### src/rtl/rgf_pkg.sv
// ----------------------------------------------------------------------------
// rgf_pkg
// Shared types and constants of the radial gradient factor unit.
// ----------------------------------------------------------------------------
package rgf_pkg;

  localparam int unsigned CoordFracBits = 16;

  typedef logic [2:0] cfg_addr_t;

  localparam cfg_addr_t REG_PERIOD     = 3'd0;
  localparam cfg_addr_t REG_RING_COUNT = 3'd1;
  localparam cfg_addr_t REG_CYCLE_OFS  = 3'd2;
  localparam cfg_addr_t REG_INNER_FRAC = 3'd3;
  localparam cfg_addr_t REG_CURVE_TYPE = 3'd4;

  typedef enum logic [1:0] {
    CURVE_LINEAR   = 2'd0,
    CURVE_EASE_IN  = 2'd1,
    CURVE_EASE_OUT = 2'd2,
    CURVE_SMOOTH   = 2'd3
  } curve_e;

  localparam logic [30:0] PeriodReset = 31'(100 << CoordFracBits);
  localparam logic [15:0] RingReset   = 16'd256;
  localparam logic [16:0] OneQ16      = 17'h10000;
  localparam logic [17:0] ThreeQ16    = 18'h30000;

  localparam int unsigned RootW = 33;  // radius bits
  localparam int unsigned SumW  = 2 * RootW;

endpackage

### src/rtl/rgf_sqrt.sv
// ----------------------------------------------------------------------------
// rgf_sqrt
// Pipelined integer square root, one root bit per stage.
// ----------------------------------------------------------------------------
module rgf_sqrt (
  input  logic                          clk_i,
  input  logic                          rst_ni,
  input  logic                          en_i,
  input  logic                          valid_i,
  input  logic [rgf_pkg::SumW-1:0]      rad_i,
  output logic                          valid_o,
  output logic [rgf_pkg::RootW-1:0]     root_o
);

  localparam int unsigned RW  = rgf_pkg::RootW;
  localparam int unsigned RmW = RW + 3;
  localparam int unsigned SW  = rgf_pkg::SumW;

  logic [RmW-1:0] rem_q  [RW];
  logic [RW-1:0]  root_q [RW];
  logic [SW-1:0]  rad_q  [RW];
  logic [RW-1:0]  vld_q;

  for (genvar k = 0; k < RW; k++) begin : g_stage
    logic [RmW-1:0] rem_p, shifted, trial, rem_d;
    logic [RW-1:0]  root_p, root_d;
    logic [SW-1:0]  rad_p, rad_d;
    logic           vld_p, ge;

    if (k == 0) begin : g_first
      assign rem_p  = '0;
      assign root_p = '0;
      assign rad_p  = rad_i;
      assign vld_p  = valid_i;
    end else begin : g_next
      assign rem_p  = rem_q[k-1];
      assign root_p = root_q[k-1];
      assign rad_p  = rad_q[k-1];
      assign vld_p  = vld_q[k-1];
    end

    always_comb begin
      shifted = {rem_p[RmW-3:0], rad_p[SW-1 -: 2]};
      trial   = RmW'({root_p, 2'b01});
      ge      = (shifted >= trial);
      rem_d   = ge ? (shifted - trial) : shifted;
      root_d  = {root_p[RW-2:0], ge};
      rad_d   = {rad_p[SW-3:0], 2'b00};
    end

    always_ff @(posedge clk_i or negedge rst_ni) begin
      if (!rst_ni) begin
        vld_q[k] <= 1'b0;
      end else if (en_i) begin
        vld_q[k] <= vld_p;
      end
    end

    always_ff @(posedge clk_i) begin
      if (en_i) begin
        rem_q[k]  <= rem_d;
        root_q[k] <= root_d;
        rad_q[k]  <= rad_d;
      end
    end
  end

  assign valid_o = vld_q[RW-1];
  assign root_o  = root_q[RW-1];

endmodule

### config.mk
export PLATFORM = sky130hd
export DESIGN_NAME = rgf_sqrt
export DESIGN_NICKNAME = d
export VERILOG_FILES = /design/src/rtl/rgf_pkg.sv /design/src/rtl/rgf_sqrt.sv
export SDC_FILE = /design/constraint.sdc
export NUM_CORES = 2
export LEC_CHECK = 0
export BUFFER_PORTS_ARGS = -buffer_cell sky130_fd_sc_hd__buf_4
export CAP_MARGIN = 5
export CORE_MARGIN = 3
export CORE_UTILIZATION = 44
export CTS_BUF_LIST = sky130_fd_sc_hd__clkbuf_16
export CTS_CLUSTER_DIAMETER = 50
export CTS_CLUSTER_SIZE = 40
export DETAILED_ROUTE_END_ITERATION = 6
export GPL_TIMING_DRIVEN = 0
export SLEW_MARGIN = 10
export SYNTH_ARGS = -nofsm -noshare
export SYNTH_HDL_FRONTEND = slang
export SYNTH_MEMORY_MAX_BITS = 65536
export SYNTH_SLANG_ARGS = --single-unit
### constraint.sdc
create_clock -name clk_i -period 3.4 [get_ports clk_i]
set_input_delay 0.51 -clock clk_i [delete_from_list [all_inputs] [get_ports clk_i]]
set_output_delay 0.51 -clock clk_i [all_outputs]
set_load 0.01 [all_outputs]
==> run summary <==
Status: finished with violations
Failing checks: negative setup slack
Die H: 540 µm
Cell variety after synth: 93
Starting Density: 44.3%
Ys flop type: edfxtp_1
Setup WS pre-CTS: -1.28 ns
Register-to-Register Path Depth: 11
Fin crit share: 103%
Nets: 11.0k
Clock transition at the registers of the reported paths: 0.08 ns
Clock latency on the worst-skew pair: 0.90 ns
Slowest stage delay, CP: 0.47 ns
RSZ-0062 raised after global routing: true
Final WS setup: -0.100 ns
Synthesized area: 125000 µm²
Vias per cell: 5.38
Worst slew pin tran: 1.09 ns
Setup-failing EPs final: 9
Largest net degree at the start of global routing: 182
Cell Pwr Density: 701 nW/µm²
Seq cells post-synth: 2687
Synth-to-layout area growth: 16.5%
IO Pins: 104
Post-Syn Instances: 9717
Crit path buffers/inverters: 2
CP max-delay cell: or4_4
Buffers on Ports: 103
Cell family with most CP delay: simple AND/OR/NAND/NOR gates
Finished Layout Cells: 14.3k
Worst Path Arrival: 4.13 ns
Number of global-route vias before repair: 76.3k
Die X: 540 µm
GPL Wtd Cong: 0.887
Slew HR: 27.5%
Hold Path Class: input pin to flip-flop
GRT Overall Usage: 18.2%
Share of cells above drive strength 1: 13.1%
DP HPWL: 195000 µm
Core area: 283000 µm²
Crit path cell chain: or3_4 -> or4_4 -> or3_4 -> or2_4 -> or3_4 -> a211oi_4 -> or3b_1 -> buf_6 -> buf_8 -> nor3_2 -> xor2_1
Hold Crit Depth: 2
Htree depth: 5
DRC: 0
Gr ovfl total: 0
Clock Skews: 0.0522 ns
Number of max-cap violations: 0
Die footprint: 291000 µm²
DRT iter0 DRCs: 5612
Tmin final: 3.50 ns
Critical path data required time: 4.03 ns
Post-synthesis sequential area ratio: 64.2%
Critical Path Source Type: flip-flop
Max frequency: 0.286 GHz
Placed cells: 13.6k
CTS tree: yes
Initial antenna violation count: 4
Vias: 77.0k
Num CTS Buffers: 311
First-pass GRT wire length: 427000 µm
Final Util: 51.7%
Row cnt: 195
Yosys warns: 0
Avg WL per Cell: 19.0 µm
Root cell of the clock tree: clkbuf_16
Max VDD drop: 0.470 mV
Post-detailed-route count of antenna-violating nets: 0
Static Leak: 55.6 nW
Final Power: 102 mW
Bufs on Longest Clock Path: 4
EDFF count, synth: 2654
Syn_nets: 10.4k
Maximum fanout along the worst path: 6
First drt pass iteration count: 6
Most frequent cell on the critical path: or3_4
Crit path depth: 11
Final slew viol count: 0
Min Hold Slack: 0.109 ns
Post-synth ARST share: 1.23%
Hold Vio Cnt, Final: 0
Sink Count: 2687
Crit end category: flip-flop
Post-Route WL: 272000 µm
Crit path kind: flip-flop to flip-flop
Mean area per synthesized cell: 12.9 µm²
state kept, by name (all words and copies together) (netlist names):
| register | count |
|---|---|
| valid_o | 1 |
| rem_q | 1037 |
| root_q | 561 |
| rad_q | 1056 |
| g_stage.vld_p | 32 |
placed cells by master, fill, tap and decap left out, types with 319 or more instances in the layout:
cell	Yosys	routed
clkbuf_16	0	319
nand2_1	723	719
nor2_1	548	534
ha_1	596	565
xnor2_1	467	466
o21ai_0	578	523
inv_1	744	747
edfxtp_1	2654	2654
xor2_1	405	405
a21oi_1	565	532
path summary, 6_finish.rpt:
check / to / slack, ns / startpoint
min in group asynchronous: valid_o / 0.58 / rst_ni
max in group asynchronous: g_stage[11].vld_p / 1.75 / rst_ni
worst min register to register: rad_q[0][760] / 0.40 / rad_q[0][694]
worst min-delay path: rad_q[0][826] / 0.11 / en_i
worst max-delay path: rem_q[0][273] / -0.10 / rem_q[0][225]
worst max register to register: rem_q[0][273] / -0.10 / rem_q[0][225]
final cells by class:
type | instances | area (µm²)
inverter | 747 | 2810
buffer | 160 | 940
clock buffer | 317 | 7930
timing repair buffer | 322 | 3050
fill | 23900 | 137000
sequential | 2687 | 80500
tap | 3743 | 4680
multi-input combinational | 6086 | 43100
antenna | 4 | 10.0
clock inverter | 258 | 3100
worst register-to-register path, stage by stage, from the launching register on:
cell and delay (ns):
edfxtp_1 0.39, or3_4 0.42, or4_4 0.47, or3_4 0.39, or2_4 0.28, or3_4 0.36, a211oi_4 0.27, or3b_1 0.18
buf_6 0.14, buf_8 0.13, nor3_2 0.05, xor2_1 0.16
Yosys cell counts, types with 33 or more instances:
cell type / count / area (µm²)
nand2b_1: 105 / 657
clkbuf_1: 179 / 672
o21bai_1: 47 / 353
a21o_1: 267 / 2000
nor2b_1: 96 / 601
edfxtp_1: 2654 / 79700
or2_2: 43 / 269
a211oi_1: 46 / 345
xnor2_1: 467 / 4090
o211ai_1: 43 / 323
nor2_1: 548 / 2060
nand3b_1: 40 / 300
inv_1: 744 / 2790
nand2_1: 723 / 2710
a31oi_1: 55 / 344
nand3_1: 159 / 796
dfrtp_1: 33 / 826
xor2_1: 405 / 3550
nor3_1: 209 / 1050
o21ai_0: 578 / 2890
ha_1: 596 / 7460
or3_1: 104 / 651
o21a_1: 102 / 766
a21oi_1: 565 / 2830
mux2_2: 121 / 1360
nor4_1: 113 / 707
and3_1: 43 / 269
nand4_1: 104 / 651
or4_1: 51 / 383
o31ai_1: 61 / 458
stage by stage:
stage          TNS, ns  area (µm²)
2_1_floorplan        0      125000
5_1_grt          -2.54      146000
6_report        -0.636      146000
4_1_cts              0      145000
3_5_place_dp   -712.71      131000
3_3_place_gp         -      131000
cell families after synthesis:
group	share of synthesized area [%]
AOI/OAI and AO/OA	10.1
and+or+nand+nor	9.70
other	0.00299
DFF	64.2
xor gates and xnor gates	6.09
buffers and inverters	2.84
muxes	1.13
adders and majority gates	5.95
power breakdown:
| group | leakage, nW | switching [mW] | internal [mW] | total, mW |
|---|---|---|---|---|
| Sequential | 26.0 | 2.98 | 42.1 | 45.1 |
| Combinational | 24.3 | 13.1 | 9.60 | 22.7 |
| Clock | 5.36 | 15.0 | 19.6 | 34.7 |
| Total | 55.6 | 31.1 | 71.4 | 102 |
repair_timing:
action / CTS / global route
hold buffers: 73 / 0
endpoints found under the hold margin: 132 / 0
setup buffers: 74 / 52
resized for setup: 309 / 320
setup endpoints to repair: 902 / 739
pin swaps: 36 / 55
cloned: 4 / 0
metal layers:
layer / GRT usage [%] / routed length, µm / vias up
met2: 31.3 / 134000 / 1690
met5: 0 / 0 / -
met4: 6.04 / 8700 / 0
met1: 24.1 / 119000 / 37500
li1: - / - / 37300
met3: 2.13 / 10900 / 497
(Power assumes the default switching activity.)
