`config.mk`:
```
export PLATFORM = sky130hd
export DESIGN_NAME = rgf_div_pipe
export DESIGN_NICKNAME = d
export VERILOG_FILES = /design/src/rtl/rgf_div_pipe.sv
export SDC_FILE = /design/constraint.sdc
export NUM_CORES = 1
export LEC_CHECK = 0
export BUFFER_PORTS_ARGS = -buffer_cell sky130_fd_sc_hd__buf_2
export CORE_MARGIN = 2
export CORE_UTILIZATION = 41
export DETAILED_ROUTE_END_ITERATION = 12
export GPL_ROUTABILITY_DRIVEN = 0
export PLACE_DENSITY_LB_ADDON = 0.05
export SETUP_SLACK_MARGIN = 0.5
export SLEW_MARGIN = 5
export SYNTH_ARGS = -nofsm -noshare
export SYNTH_HDL_FRONTEND = slang
export SYNTH_SLANG_ARGS = --single-unit
```
`constraint.sdc`:
```
create_clock -name clk_i -period 4.15 [get_ports clk_i]
set_input_delay 0.415 -clock clk_i [delete_from_list [all_inputs] [get_ports clk_i]]
set_output_delay 0.415 -clock clk_i [all_outputs]
set_load 0.02 [all_outputs]
```
`src/rtl/rgf_div_pipe.sv`:
```
// ----------------------------------------------------------------------------
// rgf_div_pipe
// Pipelined restoring divider, one quotient bit per stage, with sideband.
// ----------------------------------------------------------------------------
module rgf_div_pipe #(
  parameter int unsigned DW = 16,
  parameter int unsigned VW = 16,
  parameter int unsigned SW = 1
) (
  input  logic          clk_i,
  input  logic          rst_ni,
  input  logic          en_i,
  input  logic          valid_i,
  input  logic [DW-1:0] dividend_i,
  input  logic [VW-1:0] rem_i,      // partial remainder, below divisor
  input  logic [VW-1:0] divisor_i,  // held steady while items are in flight
  input  logic [SW-1:0] side_i,
  output logic          valid_o,
  output logic [DW-1:0] quot_o,
  output logic [VW-1:0] rem_o,
  output logic [SW-1:0] side_o
);

  logic [VW-1:0] rem_q  [DW];
  logic [DW-1:0] dvd_q  [DW];
  logic [DW-1:0] quot_q [DW];
  logic [SW-1:0] side_q [DW];
  logic [DW-1:0] vld_q;

  for (genvar k = 0; k < DW; k++) begin : g_stage
    logic [VW-1:0] rem_p, rem_d;
    logic [DW-1:0] dvd_p, dvd_d, quot_p, quot_d;
    logic [SW-1:0] side_p;
    logic [VW:0]   trial, dsub;
    logic          vld_p, ge;

    if (k == 0) begin : g_first
      assign rem_p  = rem_i;
      assign dvd_p  = dividend_i;
      assign quot_p = '0;
      assign side_p = side_i;
      assign vld_p  = valid_i;
    end else begin : g_next
      assign rem_p  = rem_q[k-1];
      assign dvd_p  = dvd_q[k-1];
      assign quot_p = quot_q[k-1];
      assign side_p = side_q[k-1];
      assign vld_p  = vld_q[k-1];
    end

    always_comb begin
      trial  = {rem_p, dvd_p[DW-1]};
      ge     = (trial >= {1'b0, divisor_i});
      dsub   = trial - {1'b0, divisor_i};
      rem_d  = ge ? dsub[VW-1:0] : trial[VW-1:0];
      dvd_d  = DW'({dvd_p, 1'b0});
      quot_d = DW'({quot_p, ge});
    end

    always_ff @(posedge clk_i or negedge rst_ni) begin
      if (!rst_ni) begin
        vld_q[k] <= 1'b0;
      end else if (en_i) begin
        vld_q[k] <= vld_p;
      end
    end

    always_ff @(posedge clk_i) begin
      if (en_i) begin
        rem_q[k]  <= rem_d;
        dvd_q[k]  <= dvd_d;
        quot_q[k] <= quot_d;
        side_q[k] <= side_p;
      end
    end
  end

  assign valid_o = vld_q[DW-1];
  assign quot_o  = quot_q[DW-1];
  assign rem_o   = rem_q[DW-1];
  assign side_o  = side_q[DW-1];

endmodule

```
==> summary.md, run 1 <==
| Metric | Value |
|---|---|
| Initial core utilization | `41.2%` |
| Final Max Slew Viols | `0` |
| Post-route DRC | `0` |
| Latest clock arrival within the worst-skew pair | `0.60 ns` |
| HP Start | `valid_i` |
| Warnings, synthesis | `0` |
| Top-count cell post-synth | `edfxtp_1` |
| Critical Path Source | `rem_q[0][71]$_DFFE_PP_` |
| Final WL | `70400 um` |
| Largest family of logic cells by synthesized area | `compound AO/OA/AOI/OAI gates` |
| First-pass GRT wire length | `110000 um` |
| Vias per inst | `5.37` |
| Worst Setup Slack, final | `0.642 ns` |
| Overall Power | `27.2 mW` |
| Crit end category | `flip-flop` |
| Fill cell total of the finished layout | `6689` |
| Reg2reg path depth | `12` |
| Die area | `0.0766 mm^2` |
| H-Tree Depth | `3` |
| Worst hold path depth | `2` |
| Drt pass-1 iters | `5` |
| DR iter-0 viols | `1029` |
| Non-Filler Instances | `3681` |
| Commonest cells in the netlist | `528 x edfxtp_1, 256 x ha_1, 185 x mux2_2` |
| Ys async rst share | `2.94%` |
| Root buffer cell | `clkbuf_16` |
| Final period util | `84.5%` |
| Nets | `2986` |
| Worst Tran Pin Value | `0.850 ns` |
| Max Freq | `285 MHz` |
| Via count | `19800` |
| Sequential share of the synthesized area | `53.3%` |
| Max Cap Viol | `0` |
| Crit-path max FO | `17` |
| Ports | `87` |
| Drt wl/cell | `19.1 um` |
| Synth top area share | `52.0%` |
| DIE WIDTH | `277 um` |
| FP Rows | `100` |
| GR Util All Layers | `18.3%` |
| Hold EP | `g_stage[1].vld_p$_DFFE_PN0P_` |
| Post-Place Cells | `3542` |
| Category of the most critical setup path | `reg -> reg` |
| Reg2reg end | `rem_q[0][93]$_DFFE_PP_` |
| Final ANT Viol Nets | `0` |
| Layout cells sized above 1 | `17.8%` |
| Compound-cell area share of the yosys netlist | `11.6%` |
| Yosys cell types | `70` |
| Simple-gate portion of the synthesized area | `8.41%` |
| Adder-Cell Fraction of Synth Area | `11.6%` |
| Worst setup skew after layout | `0.0212 ns` |
| Initial antenna violation count | `0` |
| Clock transition at the registers of the reported paths | `0.06 ns` |
| Yosys reg bits | `544` |
| Sw frac | `34.3%` |
| Ant diodes | `0` |
| PwrDens | `771 mW/mm^2` |
| Net count after synthesis | `2764` |
| Clock network power share | `21.1%` |
| Post-Syn Instances | `2439` |
| Synth Cell Area | `0.0305 mm^2` |
| Final Setup Violations | `0` |
| Combinational power share | `44.7%` |
| Sequential share of power | `34.2%` |
| LEAKAGE | `13.8 nW` |
| CP Data Required Time | `4.49 ns` |
| CTS tree | `done` |
| Top FF cell, synth | `edfxtp_1` |
| Net switching power | `9.33 mW` |
| Buffers on Ports | `86` |
| Clock sinks | `544` |
| FF-to-FF setup slack | `0.64 ns` |
| Hold Fails Final Rpt | `0` |
| Internal Power | `17.9 mW` |
| Setup Slack @ Placement | `0.0873 ns` |
| Post-synth EDFFs | `528` |
| HP Class | `in -> reg` |
| XOR/XNOR share of the synthesized area | `5.28%` |
| CP arrival | `3.84 ns` |
| RSZ-0062 raised after global routing | `false` |
| Largest net degree at the start of global routing | `92` |
| TritonCTS buffer count | `67` |
| CP startpoint kind | `flip-flop` |
| Die Span Y | `277 um` |
| Mux share of post-synthesis cell area | `8.20%` |
| Longest Clk Path Bufs | `3` |
| Area contributors post-synth | `edfxtp_1 52%, ha_1 11%, mux2_2 6.8%` |
| Worst r2r src | `rem_q[0][71]$_DFFE_PP_` |
| DP Wirelength | `49500 um` |
| Tmin final | `3.51 ns` |
| GR Overflow Total | `0` |
| Vias in the first global route | `20100` |
| Syn Area/Cell | `12.5 um^2` |
| Biggest area consumer among synthesized cells | `edfxtp_1` |
| Worst vdd ir | `0.279 mV` |
| Core Region | `0.0741 mm^2` |
| Outcome | `complete, no violations` |
| Max_slew headroom | `43.3%` |
| Area grow syn2layout | `15.9%` |
| Setup_tns | `0 ns` |
logic make-up after synthesis:
group	after synthesis
AO/OA/AOI/OAI	553
flip-flops	544
AND/OR/NAND/NOR	527
adder cells (fa/ha/maj)	272
multiplexers	226
XOR/XNOR	184
buffers and inverters	133
through the flow:
step / utilization [%] / instance area, um^2 / hold slack, ns
after floorplan: - / 30600 / 0.119
after global placement: 44.5 / 33000 / 0.333
after detailed placement: 44.5 / 33000 / 0.343
after CTS: 47.7 / 35300 / 0.0133
after global routing: 47.7 / 35300 / 0.0326
final: 47.7 / 35300 / 0.0546
power by group through the flow:
stage          clock network, mW  registers, mW  logic (mW)
6_report                    5.76           9.32        12.2
5_1_grt                     6.16           9.48        13.6
4_1_cts                     5.97           9.35        12.2
3_5_place_dp                   0           9.45        12.1
3_3_place_gp                   0           9.47        11.9
2_1_floorplan                  0           9.07        9.24
worst max-delay path: stages, from the launching register on:
cell       delay [ns]
edfxtp_1         0.50
ha_1             0.36
a21oi_1          0.22
o21ai_0          0.17
a21o_1           0.20
a21oi_1          0.22
a21oi_1          0.10
a2111oi_1        0.42
buf_4            0.19
nand2_1          0.06
a31oi_2          0.24
buf_12           0.20
mux2_2           0.37
layout make-up:
cell class                      count  area, um^2  share of cell area (%)
Multi-Input combinational cell   1762       13800                    39.1
Inverter                           99         383                    1.08
Tap cell                          969        1210                    3.43
Timing Repair Buffer              187        1500                    4.25
Clock buffer                       82        1780                    5.02
Sequential cell                   544       16300                    46.0
Clock inverter                     38         389                    1.10
what timing repair did:
| item | 4_1_cts | 5_1_grt |
|---|---|---|
| gates resized for setup | 0 | 1 |
| hold buffers | 17 | 0 |
| endpoints found under the setup margin | 0 | 16 |
| endpoints found under the hold margin | 32 | 0 |
| buffers inserted | 0 | 2 |
cell usage in the layout, fill, tap and decap left out, types with 13 or more instances in the layout:
| cell type | count |
|---|---|
| nand2b_1 | 29 |
| dfrtp_1 | 16 |
| o21a_1 | 47 |
| ha_1 | 254 |
| buf_2 | 85 |
| dlygate4sd3_1 | 17 |
| mux2i_1 | 35 |
| o21bai_1 | 16 |
| fa_1 | 16 |
| buf_12 | 21 |
| o31a_1 | 13 |
| clkbuf_1 | 13 |
| a21oi_1 | 151 |
| nor2_1 | 131 |
| mux2_2 | 185 |
| inv_1 | 96 |
| nor2b_1 | 40 |
| nand4_1 | 37 |
| xnor2_1 | 129 |
| clkinv_1 | 14 |
| a21o_1 | 55 |
| clkbuf_16 | 69 |
| or3_1 | 20 |
| a31oi_1 | 16 |
| o21ai_0 | 138 |
| buf_4 | 63 |
| edfxtp_1 | 528 |
| nor3_1 | 53 |
| a211o_1 | 16 |
| nand2_1 | 134 |
| nand3_1 | 31 |
| xor2_1 | 55 |
routing by layer:
metal	GRT usage, %	part of all wire [%]
met5	0	0
met4	7.01	3.8
met3	3.08	3.5
met2	32.5	50
met1	22.2	42
worst max path at each step:
stage	cells past startpoint	slack, ns	end
after detailed placement	13	0.09	rem_q[1][115]$_DFFE_PP_
final	12	0.64	rem_q[0][93]$_DFFE_PP_
after global placement	13	0.11	rem_q[1][114]$_DFFE_PP_
after floorplan	12	0.39	rem_q[0][10]$_DFFE_PP_
after global routing	12	0.49	rem_q[0][92]$_DFFE_PP_
after CTS	12	0.67	rem_q[0][92]$_DFFE_PP_
flip-flops by register name (all words and copies together), names as in the netlist:
signal         cells
quot_q           136
rem_q            256
dvd_q            120
g_stage.vld_p     15
valid_o            1
side_q            16
No activity file was read; power rests on OpenSTA's default activity.
==> inputs of run 2 (changes only) <==
==> constraint.sdc (replaced) <==
create_clock -name clk_i -period 3.29 [get_ports clk_i]
set_input_delay 0.329 -clock clk_i [delete_from_list [all_inputs] [get_ports clk_i]]
set_output_delay 0.329 -clock clk_i [all_outputs]
set_load 0.02 [all_outputs]
==> summary.md, run 2 (same netlist as run 1, synthesis figures left out) <==
| Metric | Value |
|---|---|
| Max_slew headroom | `39.4% (was 43.3%)` |
| Buffers on Ports | `86 (unchanged)` |
| Worst vdd ir | `0.473 mV (was 0.279 mV)` |
| PwrDens | `1000 mW/mm^2 (was 771 mW/mm^2)` |
| Vias in the first global route | `22000 (was 20100)` |
| Die area | `0.0766 mm^2 (unchanged)` |
| Drt pass-1 iters | `5 (unchanged)` |
| Placed inst area | `0.0354 mm^2 (was 0.0330 mm^2)` |
| Layout cells sized above 1 | `34.9% (was 17.8%)` |
| First-pass GRT wire length | `119000 um (was 110000 um)` |
| Via count | `21800 (was 19800)` |
| GR Overflow Total | `0 (unchanged)` |
| Final WL | `78200 um (was 70400 um)` |
| Area grow syn2layout | `33.8% (was 15.9%)` |
| GR Util All Layers | `19.7% (was 18.3%)` |
| Most common cell after layout, fill and taps aside | `edfxtp_1 (unchanged)` |
| Core Region | `0.0741 mm^2 (unchanged)` |
| Clock transition at the registers of the reported paths | `0.06 ns (about the same)` |
| DP Wirelength | `54200 um (was 49500 um)` |
| Most frequent cells in the layout | `528 x edfxtp_1, 384 x buf_4, 214 x ha_1 (was 528 x edfxtp_1, 254 x ha_1, 185 x mux2_2)` |
| Crit-path max FO | `2 (was 17)` |
| Vias per inst | `5.34 (was 5.37)` |
| Final period util | `96.1% (was 84.5%)` |
| Setup Slack @ Placement | `-0.338 ns (was 0.0873 ns)` |
| Drt wl/cell | `19.2 um (was 19.1 um)` |
| Post-Place Cells | `3802 (was 3542)` |
| CP Data Required Time | `3.64 ns (was 4.49 ns)` |
| Utilization after layout | `55.1% (was 47.7%)` |
| Worst Setup Slack, final | `0.128 ns (was 0.642 ns)` |
| Final Max Slew Viols | `0 (unchanged)` |
| Crit end category | `flip-flop (unchanged)` |
| Post-route DRC | `0 (unchanged)` |
| Max FFs per register | `256 (unchanged)` |
| CTS tree | `done (unchanged)` |
| Ant diodes | `0 (unchanged)` |
| Final instance area | `0.0408 mm^2 (was 0.0353 mm^2)` |
| Ports | `87 (unchanged)` |
| Outcome | `complete, no violations (unchanged)` |
| FP Rows | `100 (unchanged)` |
| Nets | `3379 (was 2986)` |
| DIE WIDTH | `277 um (unchanged)` |
| CP startpoint kind | `flip-flop (unchanged)` |
| Initial antenna violation count | `0 (unchanged)` |
| HP Class | `in -> reg (unchanged)` |
| H-Tree Depth | `3 (unchanged)` |
| Category of the most critical setup path | `reg -> reg (unchanged)` |
| Max Cap Viol | `0 (unchanged)` |
| Clock sinks | `544 (unchanged)` |
| CP arrival | `3.51 ns (was 3.84 ns)` |
| RSZ-0062 raised after global routing | `true (was false)` |
| Largest net degree at the start of global routing | `104 (was 92)` |
| Hold WS | `0.0475 ns (was 0.0546 ns)` |
| Max Freq | `316 MHz (was 285 MHz)` |
| Final ANT Viol Nets | `0 (unchanged)` |
| LEAKAGE | `16.6 nW (was 13.8 nW)` |
| Hold Fails Final Rpt | `0 (unchanged)` |
| Initial core utilization | `41.2% (unchanged)` |
| Tmin final | `3.16 ns (was 3.51 ns)` |
| Biggest register | `rem_q (unchanged)` |
| TritonCTS buffer count | `66 (was 67)` |
| Root buffer cell | `clkbuf_16 (unchanged)` |
| Biggest regs | `rem_q: 256 flops, quot_q: 136 flops, dvd_q: 120 flops (unchanged)` |
| Worst Tran Pin Value | `0.908 ns (was 0.850 ns)` |
| Latest clock arrival within the worst-skew pair | `0.61 ns (was 0.60 ns)` |
| Die Span Y | `277 um (unchanged)` |
| DR iter-0 viols | `1128 (was 1029)` |
| Setup_tns | `0 ns (unchanged)` |
| Longest Clk Path Bufs | `3 (unchanged)` |
| Overall Power | `41.0 mW (was 27.2 mW)` |
| Final Setup Violations | `0 (unchanged)` |
| Worst setup skew after layout | `0.0195 ns (was 0.0212 ns)` |
| Non-Filler Instances | `4072 (was 3681)` |
-- run 2: cell types whose count changed in the layout (fill, tap and decap cells not counted), moves of 27 or more --
cell	change
a21oi_2	+27
ha_1	-40
ha_4	+33
buf_4	+321
buf_6	+33
mux2_2	-100
o21ai_2	+27
o21ai_0	-47
a21oi_1	-30
mux2_4	+102
-- run 2: path summary, 6_finish.rpt --
| path | end | from | cells past startpoint | slack (ns) |
|---|---|---|---|---|
| worst max-delay path | rem_q[0][47]$_DFFE_PP_ | rem_q[0][16]$_DFFE_PP_ | 11 | 0.13 |
| worst min-delay path | rem_q[0][12]$_DFFE_PP_ | rem_i[11] | 2 | 0.05 |
| worst max register to register | rem_q[0][47]$_DFFE_PP_ | rem_q[0][16]$_DFFE_PP_ | 11 | 0.13 |
| worst min register to register | quot_q[1][101]$_DFFE_PP_ | quot_q[1][84]$_DFFE_PP_ | 0 | 0.41 |
| max in group asynchronous | g_stage[15].vld_p$_DFFE_PN0P_ | rst_ni | 2 | 2.88 |
| min in group asynchronous | valid_o$_DFFE_PN0P_ | rst_ni | 2 | 0.16 |
-- run 2: cell type report --
cell class,count,area [um^2]
well taps,969,1210
inverters,99,383
clock inverters,37,480
flip-flops and latches,544,16300
clock buffers,80,1730
multi-input cells,1762,15600
fillers,6244,33300
repair buffers,581,5160
-- run 2: critical path, cell delays in order, from the launching register on --
cell       delay, ns
edfxtp_1        0.44
ha_4            0.24
nor2b_4         0.12
o31a_1          0.25
or4_4           0.43
a41o_1          0.28
buf_6           0.13
o41ai_4         0.36
o2111ai_2       0.15
a21oi_2         0.17
xnor2_1         0.07
mux2_4          0.26
-- run 2: power by group --
group          leakage (nW)  switching [mW]  internal, mW
combinational          10.2            9.51          12.1
clock                  1.07            2.94          4.54
sequential             5.35            1.28          10.6
-- run 2: routing by layer --
layer / vias up / global-route usage, % / share of wire (%)
met3: 162 / 2.60 / 2.8
li1: 10600 / - / -
met1: 10700 / 23.8 / 42
met5: - / 0 / 0
met2: 350 / 35.9 / 51
met4: 0 / 7.16 / 3.7
-- run 2: what timing repair did --
item,CTS,global route
hold buffers,18,0
buffers inserted,63,59
endpoints found under the setup margin,210,253
resized for setup,169,251
pin swaps,59,114
gates cloned,5,8
hold endpoints to repair,33,0
